## config.mk

```make
export PLATFORM = sky130hd
export DESIGN_NAME = utf8_escape_expander
export DESIGN_NICKNAME = d
export VERILOG_FILES = /design/src/rtl/uee_pkg.sv /design/src/rtl/utf8_escape_expander.sv /design/src/rtl/uee_front.sv /design/src/rtl/uee_queue.sv /design/src/rtl/uee_back.sv
export SDC_FILE = /design/constraint.sdc
export NUM_CORES = 1
export LEC_CHECK = 0
export BUFFER_PORTS_ARGS = -buffer_cell sky130_fd_sc_hd__buf_2
export CAP_MARGIN = 20
export CORE_AREA = 2 2 149 151
export CTS_CLUSTER_DIAMETER = 200
export DETAILED_ROUTE_END_ITERATION = 6
export DIE_AREA = 0 0 151 153
export PLACE_DENSITY = 0.78
export SLEW_MARGIN = 20
export SYNTH_ARGS = -nofsm -noshare
export SYNTH_HDL_FRONTEND = slang
export SYNTH_HIERARCHICAL = 1
export SYNTH_SLANG_ARGS = --single-unit
```

## constraint.sdc

```tcl
create_clock -name clk -period 11.1 [get_ports clk]
set_input_delay 0 -clock clk [delete_from_list [all_inputs] [get_ports clk]]
set_output_delay 0 -clock clk [all_outputs]
set_load 0.03 [all_outputs]
```

## src/rtl/uee_pkg.sv

```systemverilog
// Shared types and constants for the UTF-8 escape expander.
`timescale 1ns / 1ps

package uee_pkg;

	// Configuration register indexes.
	localparam logic REG_CAPACITY = 1'b0;
	localparam logic REG_EOL_CARE = 1'b1;

	// Reset values of the configuration registers.
	localparam logic [15:0] CAPACITY_RESET = 16'd256;
	localparam logic        EOL_CARE_RESET = 1'b0;

	// Default depth of the command queue between front and back.
	localparam int QUEUE_DEPTH = 4;

	// Most byte words that one input word can cause.
	localparam int MAX_BYTES = 5;

	// Command handed from the front to the back: bytes to emit, then an
	// optional closing word.
	typedef struct packed {
		logic [MAX_BYTES-1:0][7:0] bytes;
		logic [2:0]                num;
		logic                      last;
	} cmd_t;

endpackage

```

## src/rtl/utf8_escape_expander.sv

```systemverilog
// A word accepted at the input is written into the command queue, and its first result
// word is then loaded from the queue head into the registered output.
// Throughput: one input word a cycle while the queue is not full and each causes one
// result word; the back part sends one result word a cycle while out_ready is high, and
// the queue lets the front run ahead while the back sends an escape flush of up to six words.
// Reset: capacity 256, eol_care 0, parser and length state cleared, queue empty.
`timescale 1ns / 1ps

module utf8_escape_expander #(
	parameter int QUEUE_DEPTH = uee_pkg::QUEUE_DEPTH
) (
	input  logic        clk,
	input  logic        arst_n,
	input  logic        cfg_we,
	input  logic        cfg_index,
	input  logic [15:0] cfg_data,
	input  logic        in_valid,
	output logic        in_ready,
	input  logic [7:0]  in_byte,
	input  logic        in_last,
	output logic        out_valid,
	input  logic        out_ready,
	output logic [7:0]  out_byte,
	output logic        is_end,
	output logic        overflow,
	output logic [15:0] out_length
);

	logic [15:0]   capacity_q;
	logic          eol_care_q;
	logic          q_full;
	logic          push;
	logic          pop;
	logic          head_valid;
	uee_pkg::cmd_t push_cmd;
	uee_pkg::cmd_t head_cmd;

	// Configuration registers.
	always_ff @(posedge clk or negedge arst_n) begin
		if (!arst_n) begin
			capacity_q <= uee_pkg::CAPACITY_RESET;
			eol_care_q <= uee_pkg::EOL_CARE_RESET;
		end else if (cfg_we) begin
			unique case (cfg_index)
				uee_pkg::REG_CAPACITY: capacity_q <= cfg_data;
				uee_pkg::REG_EOL_CARE: eol_care_q <= cfg_data[0];
			endcase
		end
	end

	uee_front u_front (
		.clk      (clk),
		.arst_n   (arst_n),
		.in_valid (in_valid),
		.in_ready (in_ready),
		.in_byte  (in_byte),
		.in_last  (in_last),
		.eol_care (eol_care_q),
		.q_full   (q_full),
		.push     (push),
		.cmd      (push_cmd)
	);

	uee_queue #(
		.DEPTH (QUEUE_DEPTH)
	) u_queue (
		.clk        (clk),
		.arst_n     (arst_n),
		.push       (push),
		.push_cmd   (push_cmd),
		.pop        (pop),
		.head_valid (head_valid),
		.head_cmd   (head_cmd),
		.full       (q_full)
	);

	uee_back u_back (
		.clk        (clk),
		.arst_n     (arst_n),
		.capacity   (capacity_q),
		.head_valid (head_valid),
		.head_cmd   (head_cmd),
		.pop        (pop),
		.out_valid  (out_valid),
		.out_ready  (out_ready),
		.out_byte   (out_byte),
		.is_end     (is_end),
		.overflow   (overflow),
		.out_length (out_length)
	);

endmodule

```

## src/rtl/uee_front.sv

```systemverilog
// Front part: accepts input words, tracks escape and character state, builds commands.
`timescale 1ns / 1ps

module uee_front (
	input  logic          clk,
	input  logic          arst_n,
	input  logic          in_valid,
	output logic          in_ready,
	input  logic [7:0]    in_byte,
	input  logic          in_last,
	input  logic          eol_care,
	input  logic          q_full,
	output logic          push,
	output uee_pkg::cmd_t cmd
);

	// Parser phase codes.
	localparam logic [2:0] PH_IDLE   = 3'd0;
	localparam logic [2:0] PH_ESC    = 3'd1;
	localparam logic [2:0] PH_XSEEN  = 3'd2;
	localparam logic [2:0] PH_XDIGIT = 3'd3;
	localparam logic [2:0] PH_CONT   = 3'd4;

	localparam logic [7:0] CH_BSL = 8'h5C;
	localparam logic [7:0] CH_LX  = 8'h78;
	localparam logic [7:0] CH_UX  = 8'h58;
	localparam logic [7:0] CH_LN  = 8'h6E;
	localparam logic [7:0] CH_LR  = 8'h72;
	localparam logic [7:0] CH_LF  = 8'h0A;
	localparam logic [7:0] CH_CR  = 8'h0D;

	logic [2:0] phase_q, phase_d;
	logic [3:0] hex_high_q, hex_high_d;
	logic [1:0] bytes_left_q, bytes_left_d;
	logic       x_upper_q, x_upper_d;
	logic       digit_upper_q, digit_upper_d;

	logic       accept;
	logic       char_start;
	logic [2:0] clen;
	logic       is_hex;
	logic [3:0] hex_v;
	logic [7:0] x_char;
	logic [7:0] digit_char;

	// Character length from the lead byte.
	function automatic logic [2:0] char_len(input logic [7:0] b);
		logic [2:0] n;
		begin
			if (b >= 8'hF0)      n = 3'd4;
			else if (b >= 8'hE0) n = 3'd3;
			else if (b >= 8'hC0) n = 3'd2;
			else                 n = 3'd1;
			return n;
		end
	endfunction

	// Hex digit decode, either case.
	always_comb begin
		is_hex = 1'b1;
		hex_v  = 4'd0;
		if (in_byte >= 8'h30 && in_byte <= 8'h39) begin
			hex_v = 4'(in_byte - 8'h30);
		end else if (in_byte >= 8'h41 && in_byte <= 8'h46) begin
			hex_v = 4'(in_byte - 8'h37);
		end else if (in_byte >= 8'h61 && in_byte <= 8'h66) begin
			hex_v = 4'(in_byte - 8'h57);
		end else begin
			is_hex = 1'b0;
		end
	end

	assign clen       = char_len(in_byte);
	assign x_char     = x_upper_q ? CH_UX : CH_LX;
	assign digit_char = (hex_high_q < 4'd10) ? (8'h30 + {4'd0, hex_high_q}) :
		((digit_upper_q ? 8'h41 : 8'h61) + {4'd0, hex_high_q} - 8'd10);

	// Build the command for this word and the next parser state.
	always_comb begin
		cmd           = '0;
		char_start    = 1'b0;
		phase_d       = PH_IDLE;
		hex_high_d    = hex_high_q;
		bytes_left_d  = bytes_left_q;
		x_upper_d     = x_upper_q;
		digit_upper_d = digit_upper_q;

		unique case (phase_q)
			PH_CONT: begin
				cmd.bytes[0] = in_byte;
				cmd.num      = 3'd1;
				if (bytes_left_q > 2'd1 && !in_last) begin
					bytes_left_d = bytes_left_q - 2'd1;
					phase_d      = PH_CONT;
				end else begin
					bytes_left_d = 2'd0;
				end
			end
			PH_ESC: begin
				if (in_byte == CH_LX || in_byte == CH_UX) begin
					x_upper_d = (in_byte == CH_UX);
					if (in_last) begin
						cmd.bytes[0] = CH_BSL;
						cmd.bytes[1] = in_byte;
						cmd.num      = 3'd2;
					end else begin
						phase_d = PH_XSEEN;
					end
				end else if (in_byte == CH_LN) begin
					cmd.bytes[0] = CH_LF;
					cmd.num      = 3'd1;
				end else if (in_byte == CH_LR) begin
					cmd.bytes[0] = CH_CR;
					cmd.num      = 3'd1;
				end else begin
					cmd.bytes[0] = in_byte;
					cmd.num      = 3'd1;
					char_start   = 1'b1;
				end
			end
			PH_XSEEN: begin
				if (is_hex && !in_last) begin
					hex_high_d    = hex_v;
					digit_upper_d = (in_byte >= 8'h41 && in_byte <= 8'h46);
					phase_d       = PH_XDIGIT;
				end else begin
					cmd.bytes[0] = CH_BSL;
					cmd.bytes[1] = x_char;
					cmd.bytes[2] = in_byte;
					cmd.num      = 3'd3;
					char_start   = 1'b1;
				end
			end
			PH_XDIGIT: begin
				if (is_hex) begin
					cmd.bytes[0] = {hex_high_q, hex_v};
					cmd.num      = 3'd1;
				end else begin
					cmd.bytes[0] = CH_BSL;
					cmd.bytes[1] = x_char;
					cmd.bytes[2] = digit_char;
					cmd.bytes[3] = in_byte;
					cmd.num      = 3'd4;
					char_start   = 1'b1;
				end
			end
			PH_IDLE: begin
				if (in_byte == CH_BSL && !in_last) begin
					phase_d = PH_ESC;
				end else if (!(eol_care && in_byte == CH_CR && in_last)) begin
					cmd.bytes[0] = in_byte;
					cmd.num      = 3'd1;
					char_start   = 1'b1;
				end
			end
			default: begin
				phase_d = PH_IDLE;
			end
		endcase

		// A multi-byte character arms pass-through of its continuation bytes.
		if (char_start && clen > 3'd1 && !in_last) begin
			bytes_left_d = 2'(clen - 3'd1);
			phase_d      = PH_CONT;
		end

		// End of string: optional LF, closing word, and state back to reset.
		if (in_last) begin
			if (eol_care) begin
				cmd.bytes[cmd.num] = CH_LF;
				cmd.num            = cmd.num + 3'd1;
			end
			cmd.last      = 1'b1;
			phase_d       = PH_IDLE;
			hex_high_d    = 4'd0;
			bytes_left_d  = 2'd0;
			x_upper_d     = 1'b0;
			digit_upper_d = 1'b0;
		end
	end

	assign in_ready = !q_full;
	assign accept   = in_valid && in_ready;
	assign push     = accept && (cmd.num != 3'd0 || cmd.last);

	// Parser state registers.
	always_ff @(posedge clk or negedge arst_n) begin
		if (!arst_n) begin
			phase_q       <= PH_IDLE;
			hex_high_q    <= 4'd0;
			bytes_left_q  <= 2'd0;
			x_upper_q     <= 1'b0;
			digit_upper_q <= 1'b0;
		end else if (accept) begin
			phase_q       <= phase_d;
			hex_high_q    <= hex_high_d;
			bytes_left_q  <= bytes_left_d;
			x_upper_q     <= x_upper_d;
			digit_upper_q <= digit_upper_d;
		end
	end

endmodule

```

## src/rtl/uee_queue.sv

```systemverilog
// Command queue between the front and the back parts.
`timescale 1ns / 1ps

module uee_queue #(
	parameter int DEPTH = uee_pkg::QUEUE_DEPTH
) (
	input  logic          clk,
	input  logic          arst_n,
	input  logic          push,
	input  uee_pkg::cmd_t push_cmd,
	input  logic          pop,
	output logic          head_valid,
	output uee_pkg::cmd_t head_cmd,
	output logic          full
);

	localparam int PTR_W = (DEPTH > 1) ? $clog2(DEPTH) : 1;
	localparam int CNT_W = $clog2(DEPTH + 1);
	localparam logic [PTR_W-1:0] PTR_LAST = PTR_W'(DEPTH - 1);
	localparam logic [CNT_W-1:0] CNT_FULL = CNT_W'(DEPTH);

	uee_pkg::cmd_t    mem_q [DEPTH];
	logic [PTR_W-1:0] wr_ptr_q, rd_ptr_q;
	logic [CNT_W-1:0] count_q;
	logic             do_push, do_pop;

	assign head_valid = (count_q != '0);
	assign full       = (count_q == CNT_FULL);
	assign head_cmd   = mem_q[rd_ptr_q];
	assign do_push    = push && !full;
	assign do_pop     = pop && head_valid;

	// Storage.
	always_ff @(posedge clk) begin
		if (do_push) begin
			mem_q[wr_ptr_q] <= push_cmd;
		end
	end

	// Pointers and fill count.
	always_ff @(posedge clk or negedge arst_n) begin
		if (!arst_n) begin
			wr_ptr_q <= '0;
			rd_ptr_q <= '0;
			count_q  <= '0;
		end else begin
			if (do_push) begin
				wr_ptr_q <= (wr_ptr_q == PTR_LAST) ? '0 : wr_ptr_q + PTR_W'(1);
			end
			if (do_pop) begin
				rd_ptr_q <= (rd_ptr_q == PTR_LAST) ? '0 : rd_ptr_q + PTR_W'(1);
			end
			if (do_push && !do_pop) begin
				count_q <= count_q + CNT_W'(1);
			end else if (do_pop && !do_push) begin
				count_q <= count_q - CNT_W'(1);
			end
		end
	end

endmodule

```

## src/rtl/uee_back.sv

```systemverilog
// Back part: plays out each command one word a cycle while out_ready is high, and keeps the length count.
`timescale 1ns / 1ps

module uee_back (
	input  logic          clk,
	input  logic          arst_n,
	input  logic [15:0]   capacity,
	input  logic          head_valid,
	input  uee_pkg::cmd_t head_cmd,
	output logic          pop,
	output logic          out_valid,
	input  logic          out_ready,
	output logic [7:0]    out_byte,
	output logic          is_end,
	output logic          overflow,
	output logic [15:0]   out_length
);

	logic [2:0]  idx_q;
	logic [15:0] count_q;
	logic        full_q;
	logic        out_valid_q;
	logic [7:0]  out_byte_q;
	logic        is_end_q;
	logic        overflow_q;
	logic [15:0] out_length_q;

	logic        load;
	logic        cur_is_byte;
	logic        cmd_done;
	logic [15:0] count_inc;
	logic [7:0]  cur_byte;

	assign load        = head_valid && (!out_valid_q || out_ready);
	assign cur_is_byte = (idx_q < head_cmd.num);
	assign cur_byte    = cur_is_byte ? head_cmd.bytes[idx_q] : 8'd0;
	assign count_inc   = (count_q == 16'hFFFF) ? count_q : count_q + 16'd1;
	assign cmd_done    = cur_is_byte ?
		((idx_q + 3'd1 == head_cmd.num) && !head_cmd.last) : 1'b1;
	assign pop         = load && cmd_done;

	// Position within the command and the running length of the string.
	always_ff @(posedge clk or negedge arst_n) begin
		if (!arst_n) begin
			idx_q       <= 3'd0;
			count_q     <= 16'd0;
			full_q      <= 1'b0;
			out_valid_q <= 1'b0;
		end else begin
			if (load) begin
				idx_q       <= cmd_done ? 3'd0 : idx_q + 3'd1;
				out_valid_q <= 1'b1;
				if (cur_is_byte) begin
					count_q <= count_inc;
					full_q  <= full_q || (count_inc >= capacity);
				end else begin
					count_q <= 16'd0;
					full_q  <= 1'b0;
				end
			end else if (out_ready) begin
				out_valid_q <= 1'b0;
			end
		end
	end

	// Output word register.
	always_ff @(posedge clk) begin
		if (load) begin
			if (cur_is_byte) begin
				out_byte_q   <= cur_byte;
				is_end_q     <= 1'b0;
				overflow_q   <= 1'b0;
				out_length_q <= 16'd0;
			end else begin
				out_byte_q   <= 8'd0;
				is_end_q     <= 1'b1;
				overflow_q   <= full_q || (count_q >= capacity);
				out_length_q <= count_q;
			end
		end
	end

	assign out_valid  = out_valid_q;
	assign out_byte   = out_byte_q;
	assign is_end     = is_end_q;
	assign overflow   = overflow_q;
	assign out_length = out_length_q;

endmodule

```

==> impl_metrics.csv, run 1 <==
group,metric,value,unit
cts,clk_latency,0.54,ns
run_status,status,"finished clean",
floorplan,die_w,151,um
yosys,yosysTopAreaCell,"edfxtp_1",
timing,period_share,42.4,%
timing,fin_skew,0.0232,ns
worst_setup_path,critPathArrivalTime,5.16,ns
yosys,synth-edff-count,202,
place,dp_hpwl,16500,um
yosys,synth_area_leaders,"edfxtp_1 (47%), dfrtp_1 (11%), mux4_2 (8.1%)",
power_and_ir_drop,p_sw,1070,uW
detailed_routing,viasPerCell,6.18,
timing,min_period,4.70,ns
final_layout,synthToLayoutAreaGrowth,13.2,%
yosys,synthArstFlopShare,21.7,%
power_and_ir_drop,internal_power,2340,uW
floorplan,die_area,0.0231,mm^2
timing,worst_slew_pin_slew,0.945,ns
yosys,syn-mean-instance-area,14.2,um^2
detailed_routing,drc,0,
power_and_ir_drop,pwr-share-seq,40.5,%
timing,fin_setup_tns,0,ns
cts,cts_tree,"done",
timing,finalHoldViolCount,0,
yosys,yosysTopAreaCellShare,47.5,%
power_and_ir_drop,sw_frac_of_total,31.3,%
yosys,yosysWarnings,6,
timing,fmax,0.213,GHz
yosys,synthesis.area,0.0128,mm^2
final_layout,fin_area,0.0145,mm^2
detailed_routing,drtIter0Drc,813,
cts,root_buffer,"clkbuf_16",
power_and_ir_drop,combPwrFrac,31.0,%
detailed_routing,wl,26600,um
global_route,grt_max_degree,57,
final_layout,nNetsFinal,1063,
global_route,antenna_found_initial,0,
global_route,grt.total_usage,23.8,%
final_layout,drive_gt1_share,21.4,%
power_and_ir_drop,vdd_drop_max,253,uV
timing,rsz0062_at_grt,"false",
detailed_routing,drtAntennaViolNets,0,
cts,clkSlewWorstSetupHoldPaths,0.06,ns
worst_setup_path,r2r_setup_slack,6.40,ns
worst_setup_path,path_class,"reg -> reg",
place,numPortBuffers,58,
worst_setup_path,path_max_fanout,47,
cts,cts_max_path_buffers,3,
detailed_routing,wl_per_cell,20.8,um
cts,cts_setup_buffers,0,
floorplan,io_pins,59,
yosys,synth_seq_cells,258,
worst_setup_path,worstSetupEndpointType,"register",
detailed_routing,first_pass_iters,5,
cts,clock-sinks,258,
global_route,overflow,0,
yosys,synthFlopType,"edfxtp_1",
power_and_ir_drop,clkPwrFrac,28.5,%
global_route,grt_pass1_vias,7995,
final_layout,diodes,0,
place,placed_area,0.0131,mm^2
timing,setup_viol,0,
floorplan,rows,54,
floorplan,die_h,153,um
timing,finalMaxSlewViolations,0,
floorplan,initial_core_util,59.5,%
cts,cts_max_level,1,
floorplan,core,0.0215,mm^2
final_layout,fill_cells,1490,
global_route,grt_pass1_wl,42700,um
timing,max-slew-margin-rel,36.5,%
worst_setup_path,worstSetupStartpointType,"register",
power_and_ir_drop,powerDensity,236,mW/mm^2
yosys,ys_seq_area_share,58.5,%
job,maxCapViolCount,0,
power_and_ir_drop,leakage,0.00550,uW
min_path,hold_class,"in -> reg",
worst_setup_path,cp_data_required_time,11.56,ns
final_layout,fin_util,67.3,%
detailed_routing,vias,7917,
place,place_congestion,0.919,
yosys,syn_inst,898,
yosys,synth_cell_type_count,91,
cts,cts_buffers,26,
-- final cells by class --
cell class | instances | area (um^2) | area share, %
Clock buffer | 29 | 662 | 4.58
Clock inverter | 18 | 303 | 2.09
Inverter | 42 | 158 | 1.09
Multi-Input combinational cell | 548 | 4770 | 33.0
Sequential cell | 258 | 7470 | 51.7
Tap cell | 280 | 350 | 2.42
Timing Repair Buffer | 106 | 748 | 5.17
-- worst max-delay path, stage by stage, from the launching register on --
cell and delay [ns]:
dfrtp_2 0.35, buf_4 0.68, mux4_2 0.63, inv_1 0.08, ha_1 0.25, a21oi_1 0.15, o21a_1 0.41, inv_1 0.51
nor2_1 0.29, nor2_1 0.08, nand2_2 0.13, ha_1 0.19, inv_1 0.07, fa_1 0.38, xor2_1 0.15, nor2_1 0.11
xor2_1 0.16
-- final timing paths --
kind | startpoint | endpoint | depth (start not counted)
min reg2reg | u_front/hex_high_q[0] | u_front/hex_high_q[0] | 1
min | in_byte[7] | u_queue/mem_q[2][27] | 2
max in group asynchronous | arst_n | u_queue/rd_ptr_q[0] | 3
max reg2reg | u_queue/rd_ptr_q[0] | u_queue/count_q[2] | 16
max | u_queue/rd_ptr_q[0] | u_queue/count_q[2] | 16
min in group asynchronous | arst_n | capacity_q[0] | 3
-- cells in the mapped netlist (all sizes together) (6+ instances only) --
master  instances
a21oi          40
a22o            6
a22oi          12
a31oi           8
and2           28
buf            40
clkbuf         17
dfrtp          55
edfxtp        202
ha             49
inv            41
mux2           23
mux4           52
nand2          66
nand2b          6
nand3          17
nand4          14
nor2           53
nor2b           8
nor3            7
nor4            6
o21ai          39
o31ai          10
xnor2          15
-- flip-flops by register name (all words and copies together), names as in the netlist, 3 cells and up --
signal,cells
capacity_q,16
u_queue/mem_q,176
u_front/hex_high_q,4
u_queue/count_q,3
u_back/out_byte,8
u_front/phase_q,3
u_back/idx_q,3
u_back/out_length,16
u_back/count_q,16
-- through the flow --
stage / setup slack [ns] / power, uW / std cells / hold slack, ns
2_1_floorplan: 7.60 / 2200 / 905 / -0.296
3_3_place_gp: 6.54 / 2400 / 1195 / 0.205
3_5_place_dp: 6.40 / 2430 / 1195 / 0.200
4_1_cts: 6.33 / 3440 / 1281 / 0.0286
5_1_grt: 5.95 / 3590 / 1281 / 0.0456
6_report: 6.40 / 3410 / 1281 / 0.0592
-- power groups by stage --
stage,logic [uW],registers (uW),clock network [uW]
6_report,1060,1380,973
5_1_grt,1160,1400,1030
4_1_cts,1070,1380,988
3_5_place_dp,1040,1400,0
3_3_place_gp,1010,1390,0
2_1_floorplan,762,1440,0
-- what timing repair did --
action | CTS | global route
gates resized for setup | 0 | 0
hold buffers | 39 | 0
hold endpoints to repair | 91 | 0
-- cell usage in the layout (no fill, tap or decap), types with 5 or more instances in the layout --
cell | Yosys | final
xnor2_1 | 15 | 15
mux2_4 | 12 | 12
nand2b_1 | 6 | 6
a22o_1 | 6 | 6
edfxtp_1 | 202 | 202
bufinv_16 | 0 | 8
nor2_1 | 52 | 52
nor3_1 | 6 | 6
nand2_1 | 64 | 64
o21ai_1 | 5 | 5
dfrtp_1 | 55 | 53
buf_2 | 15 | 58
dlygate4sd3_1 | 0 | 39
nand3_1 | 16 | 16
o21ai_0 | 34 | 34
xor2_1 | 5 | 5
inv_1 | 41 | 41
a21oi_1 | 39 | 39
a31oi_1 | 8 | 8
clkbuf_16 | 0 | 26
nand4_1 | 11 | 11
o31ai_1 | 10 | 10
mux4_1 | 6 | 6
buf_4 | 11 | 9
conb_1 | 1 | 8
nor2b_1 | 6 | 6
mux2_2 | 11 | 11
and2_1 | 28 | 24
mux4_2 | 46 | 46
ha_1 | 49 | 49
a22oi_1 | 12 | 12
clkinv_1 | 1 | 5
-- routing by layer --
layer  global-route usage [%]  share of wire [%]  vias up
met3                     3.97                7.6       58
met1                     34.0                 42     3915
li1                         -                  -     3594
met5                        0                  0        -
met4                     6.19                2.7        0
met2                     38.6                 48      350
-- cell families after synthesis --
group           Yosys count  synth area share (%)
other cells               1                0.0294
flops                   258                  58.5
xor+xnor                 20                  1.37
mux                      76                  11.8
fa+ha+maj                50                  4.96
simple gates            232                  10.3
buf+inv                  99                  4.43
compound gates          162                  8.62
Power figures use the tool's default switching activity.
==> inputs of run 2 (changes only) <==
--- a/config.mk
+++ b/config.mk
@@ -5,13 +5,14 @@
 export SDC_FILE = /design/constraint.sdc
 export NUM_CORES = 1
 export LEC_CHECK = 0
+export ABC_AREA = 1
 export BUFFER_PORTS_ARGS = -buffer_cell sky130_fd_sc_hd__buf_2
 export CAP_MARGIN = 20
-export CORE_AREA = 2 2 149 151
+export CORE_AREA = 2 2 153 155
 export CTS_CLUSTER_DIAMETER = 200
 export DETAILED_ROUTE_END_ITERATION = 6
-export DIE_AREA = 0 0 151 153
-export PLACE_DENSITY = 0.78
+export DIE_AREA = 0 0 155 157
+export PLACE_DENSITY = 0.77
 export SLEW_MARGIN = 20
 export SYNTH_ARGS = -nofsm -noshare
 export SYNTH_HDL_FRONTEND = slang
==> constraint.sdc (replaced) <==
create_clock -name clk -period 4.62 [get_ports clk]
set_input_delay 0 -clock clk [delete_from_list [all_inputs] [get_ports clk]]
set_output_delay 0 -clock clk [all_outputs]
set_load 0.03 [all_outputs]
==> impl_metrics.csv, run 2 <==
group,metric,value,unit
cts,cts_buffers,28,
run_status,status,"finished clean",
timing,worst_slew_pin_slew,0.939,ns
timing,period_share,74.3,%
final_layout,drive_gt1_share,11.9,%
power_and_ir_drop,power,8470,uW
detailed_routing,vias,9887,
yosys,synth_cell_type_count,44,
cts,cts_max_level,1,
cts,cts_setup_buffers,0,
power_and_ir_drop,internal_power,5230,uW
detailed_routing,drtAntennaViolNets,0,
detailed_routing,drc,0,
cts,clock-sinks,258,
timing,rsz0062_at_grt,"false",
timing,fin_skew,0.0116,ns
detailed_routing,dr_wl_met2,14800,um
worst_setup_path,cp_data_required_time,5.04,ns
worst_setup_path,crit_family,"flip-flops",
power_and_ir_drop,leakage,0.00653,uW
power_and_ir_drop,p_sw,3240,uW
timing,finalHoldViolCount,0,
power_and_ir_drop,vdd_drop_max,346,uV
worst_setup_path,worst-path-buf-inv,2,
global_route,grt_max_degree,72,
power_and_ir_drop,combPwrFrac,35.3,%
place,dp_hpwl,20500,um
final_layout,largest_reg_flops,176,
global_route,grt.total_usage,25.9,%
cts,root_buffer,"clkbuf_16",
worst_setup_path,crit_top_cell,"nand2_1",
global_route,overflow,0,
power_and_ir_drop,powerDensity,567,mW/mm^2
yosys,synth-edff-count,202,
timing,fin_setup_tns,0,ns
worst_setup_path,worst_path_max_delay_cell,"dfrtp_4",
yosys,synthArstFlopShare,21.7,%
floorplan,die_w,155,um
detailed_routing,first_pass_iters,6,
yosys,yosys.cell_count.top_type,"nand2_1",
job,maxCapViolCount,0,
yosys,syn_inst,1368,
detailed_routing,wl,30800,um
global_route,grt_pass1_wl,49600,um
global_route,grt_pass1_vias,9468,
worst_setup_path,worstSetupEndpointType,"register",
cts,clk_latency,0.54,ns
yosys,synthTopCellsByCount,"nand2_1 (346), inv_1 (206), edfxtp_1 (202)",
yosys,synth_area_leaders,"edfxtp_1 (45%), dfrtp_1 (10%), nand2_1 (9.7%)",
cts,cts_max_path_buffers,3,
power_and_ir_drop,sw_frac_of_total,38.2,%
place,place_congestion,0.929,
floorplan,die_h,157,um
floorplan,core,0.0225,mm^2
detailed_routing,route.met3.wl,1890,um
power_and_ir_drop,pwr-share-seq,39.9,%
cts,clkSlewWorstSetupHoldPaths,0.06,ns
worst_setup_path,path_class,"reg -> reg",
detailed_routing,wl_met1,13100,um
final_layout,regMostFlops,"u_queue/mem_q",
detailed_routing,wl_per_cell,17.5,um
timing,max-slew-margin-rel,37.3,%
timing,finalMaxSlewViolations,0,
worst_setup_path,critPathArrivalTime,3.85,ns
timing,fmax,0.291,GHz
worst_setup_path,path_max_fanout,71,
global_route,antenna_found_initial,1,
yosys,syn-mean-instance-area,9.75,um^2
final_layout,synthToLayoutAreaGrowth,12.0,%
detailed_routing,highest_layer,"met4",
power_and_ir_drop,clkPwrFrac,24.8,%
min_path,hold_class,"in -> async",
place,numPortBuffers,58,
worst_setup_path,worstSetupStartpointType,"register",
final_layout,layout_commonest_cell,"nand2_1",
floorplan,rows,55,
yosys,yosysWarnings,6,
cts,cts_tree,"done",
floorplan,initial_core_util,59.3,%
yosys,ys_seq_area_share,56.0,%
timing,min_period,3.43,ns
worst_setup_path,path_cells,"buf_4, nand2_1, o211ai_2, nand2_1, nor2_1, nand4_1, a21oi_1, nand2_1, ha_1, inv_1, fa_1, nand2_1, o21ai_0",
floorplan,die_area,0.0243,mm^2
final_layout,nNetsFinal,1539,
yosys,synthFlopType,"edfxtp_1",
yosys,yosysTopAreaCellShare,45.5,%
final_layout,final_cell_mix,"nand2_1 (346), inv_1 (206), edfxtp_1 (202), nor2_1 (86), o211ai_1 (81)",
worst_setup_path,cpPeakStageDelay,0.76,ns
detailed_routing,viasPerCell,5.61,
yosys,synthesis.area,0.0133,mm^2
timing,setup_viol,0,
detailed_routing,drtIter0Drc,1109,
floorplan,io_pins,59,
timing,whs,0.00965,ns
yosys,synth_seq_cells,258,
yosys,yosysTopAreaCell,"edfxtp_1",
==> run 2: changes by cell type after synthesis, sizes merged, moves of 13 or more <==
cell	before	now
o21ai	39	75
mux2	23	0
xnor2	15	2
nor2	53	97
nand2	66	364
o211ai	2	94
buf	40	53
nand3	17	63
clkbuf	17	4
and2	28	0
mux4	52	0
inv	41	212
==> run 2: metrics by stage <==
stage	util [%]	setup WS [ns]	instances	area, um^2
6_report	66.4	1.19	1763	14900
2_1_floorplan	-	0.763	1375	13400
5_1_grt	66.4	0.876	1763	14900
3_3_place_gp	60.8	1.30	1673	13700
4_1_cts	66.4	1.22	1762	14900
3_5_place_dp	60.8	1.21	1673	13700
==> run 2: layout make-up <==
class	count	area [um^2]
antenna	1	2.50
clock buffer	40	787
clock inverter	9	72.6
fill	1702	7560
inverter	215	810
multi-input combinational	845	4660
sequential	258	7470
tap	285	357
timing repair buffer	110	781
==> run 2: cells by family (layout without fill, tap and decap cells) <==
| group | count (synthesis) | after routing | share of synthesized area [%] |
|---|---|---|---|
| AOI/OAI and AO/OA | 219 | 219 | 11.1 |
| xor gates and xnor gates | 14 | 14 | 0.919 |
| adders and majority gates | 50 | 50 | 4.75 |
| buffers and inverters | 272 | 374 | 9.48 |
| DFF | 258 | 258 | 56.0 |
| muxes | 1 | 1 | 0.0750 |
| other | 1 | 9 | 0.0281 |
| and+or+nand+nor | 553 | 553 | 17.6 |
==> run 2: worst paths after layout <==
| check | from | end | slack [ns] | cells after the start |
|---|---|---|---|---|
| worst max-delay path | u_queue/rd_ptr_q[0] | u_queue/count_q[1] | 1.19 | 13 |
| worst min-delay path | arst_n | u_front/bytes_left_q[1] | 0.01 | 2 |
| worst max register to register | u_queue/rd_ptr_q[0] | u_queue/count_q[1] | 1.19 | 13 |
| worst min register to register | capacity_q[3] | capacity_q[3] | 0.48 | 2 |
| max in group asynchronous | arst_n | u_queue/rd_ptr_q[0] | 3.70 | 3 |
| min in group clk | in_byte[4] | u_front/bytes_left_q[0] | 0.01 | 5 |
==> run 2: worst reg2reg max path, stage by stage, from the launching register on <==
cell and delay [ns]:
dfrtp_4 0.76, buf_4 0.67, nand2_1 0.16, o211ai_2 0.09, nand2_1 0.08, nor2_1 0.11, nand4_1 0.20, a21oi_1 0.28
nand2_1 0.14, ha_1 0.21, inv_1 0.09, fa_1 0.41, nand2_1 0.07, o21ai_0 0.07
==> run 2: routing by layer <==
layer  vias up  track usage [%]
met5         -                0
li1       4728                -
met3        81             3.36
met2       349             43.9
met4         0             9.22
met1      4729             34.5
==> run 2: timing repair <==
action	in CTS	in global routing
resized for setup	0	0
endpoints found under the hold margin	49	0
hold buffers	40	0
==> run 2: power groups by stage <==
stage	clock, uW	sequential [uW]	combinational [uW]
CTS	2140	3380	2970
global route	2220	3430	3320
floorplan	0	3530	2110
finish	2100	3380	2990
detailed placement	0	3420	2920
global placement	0	3400	2840
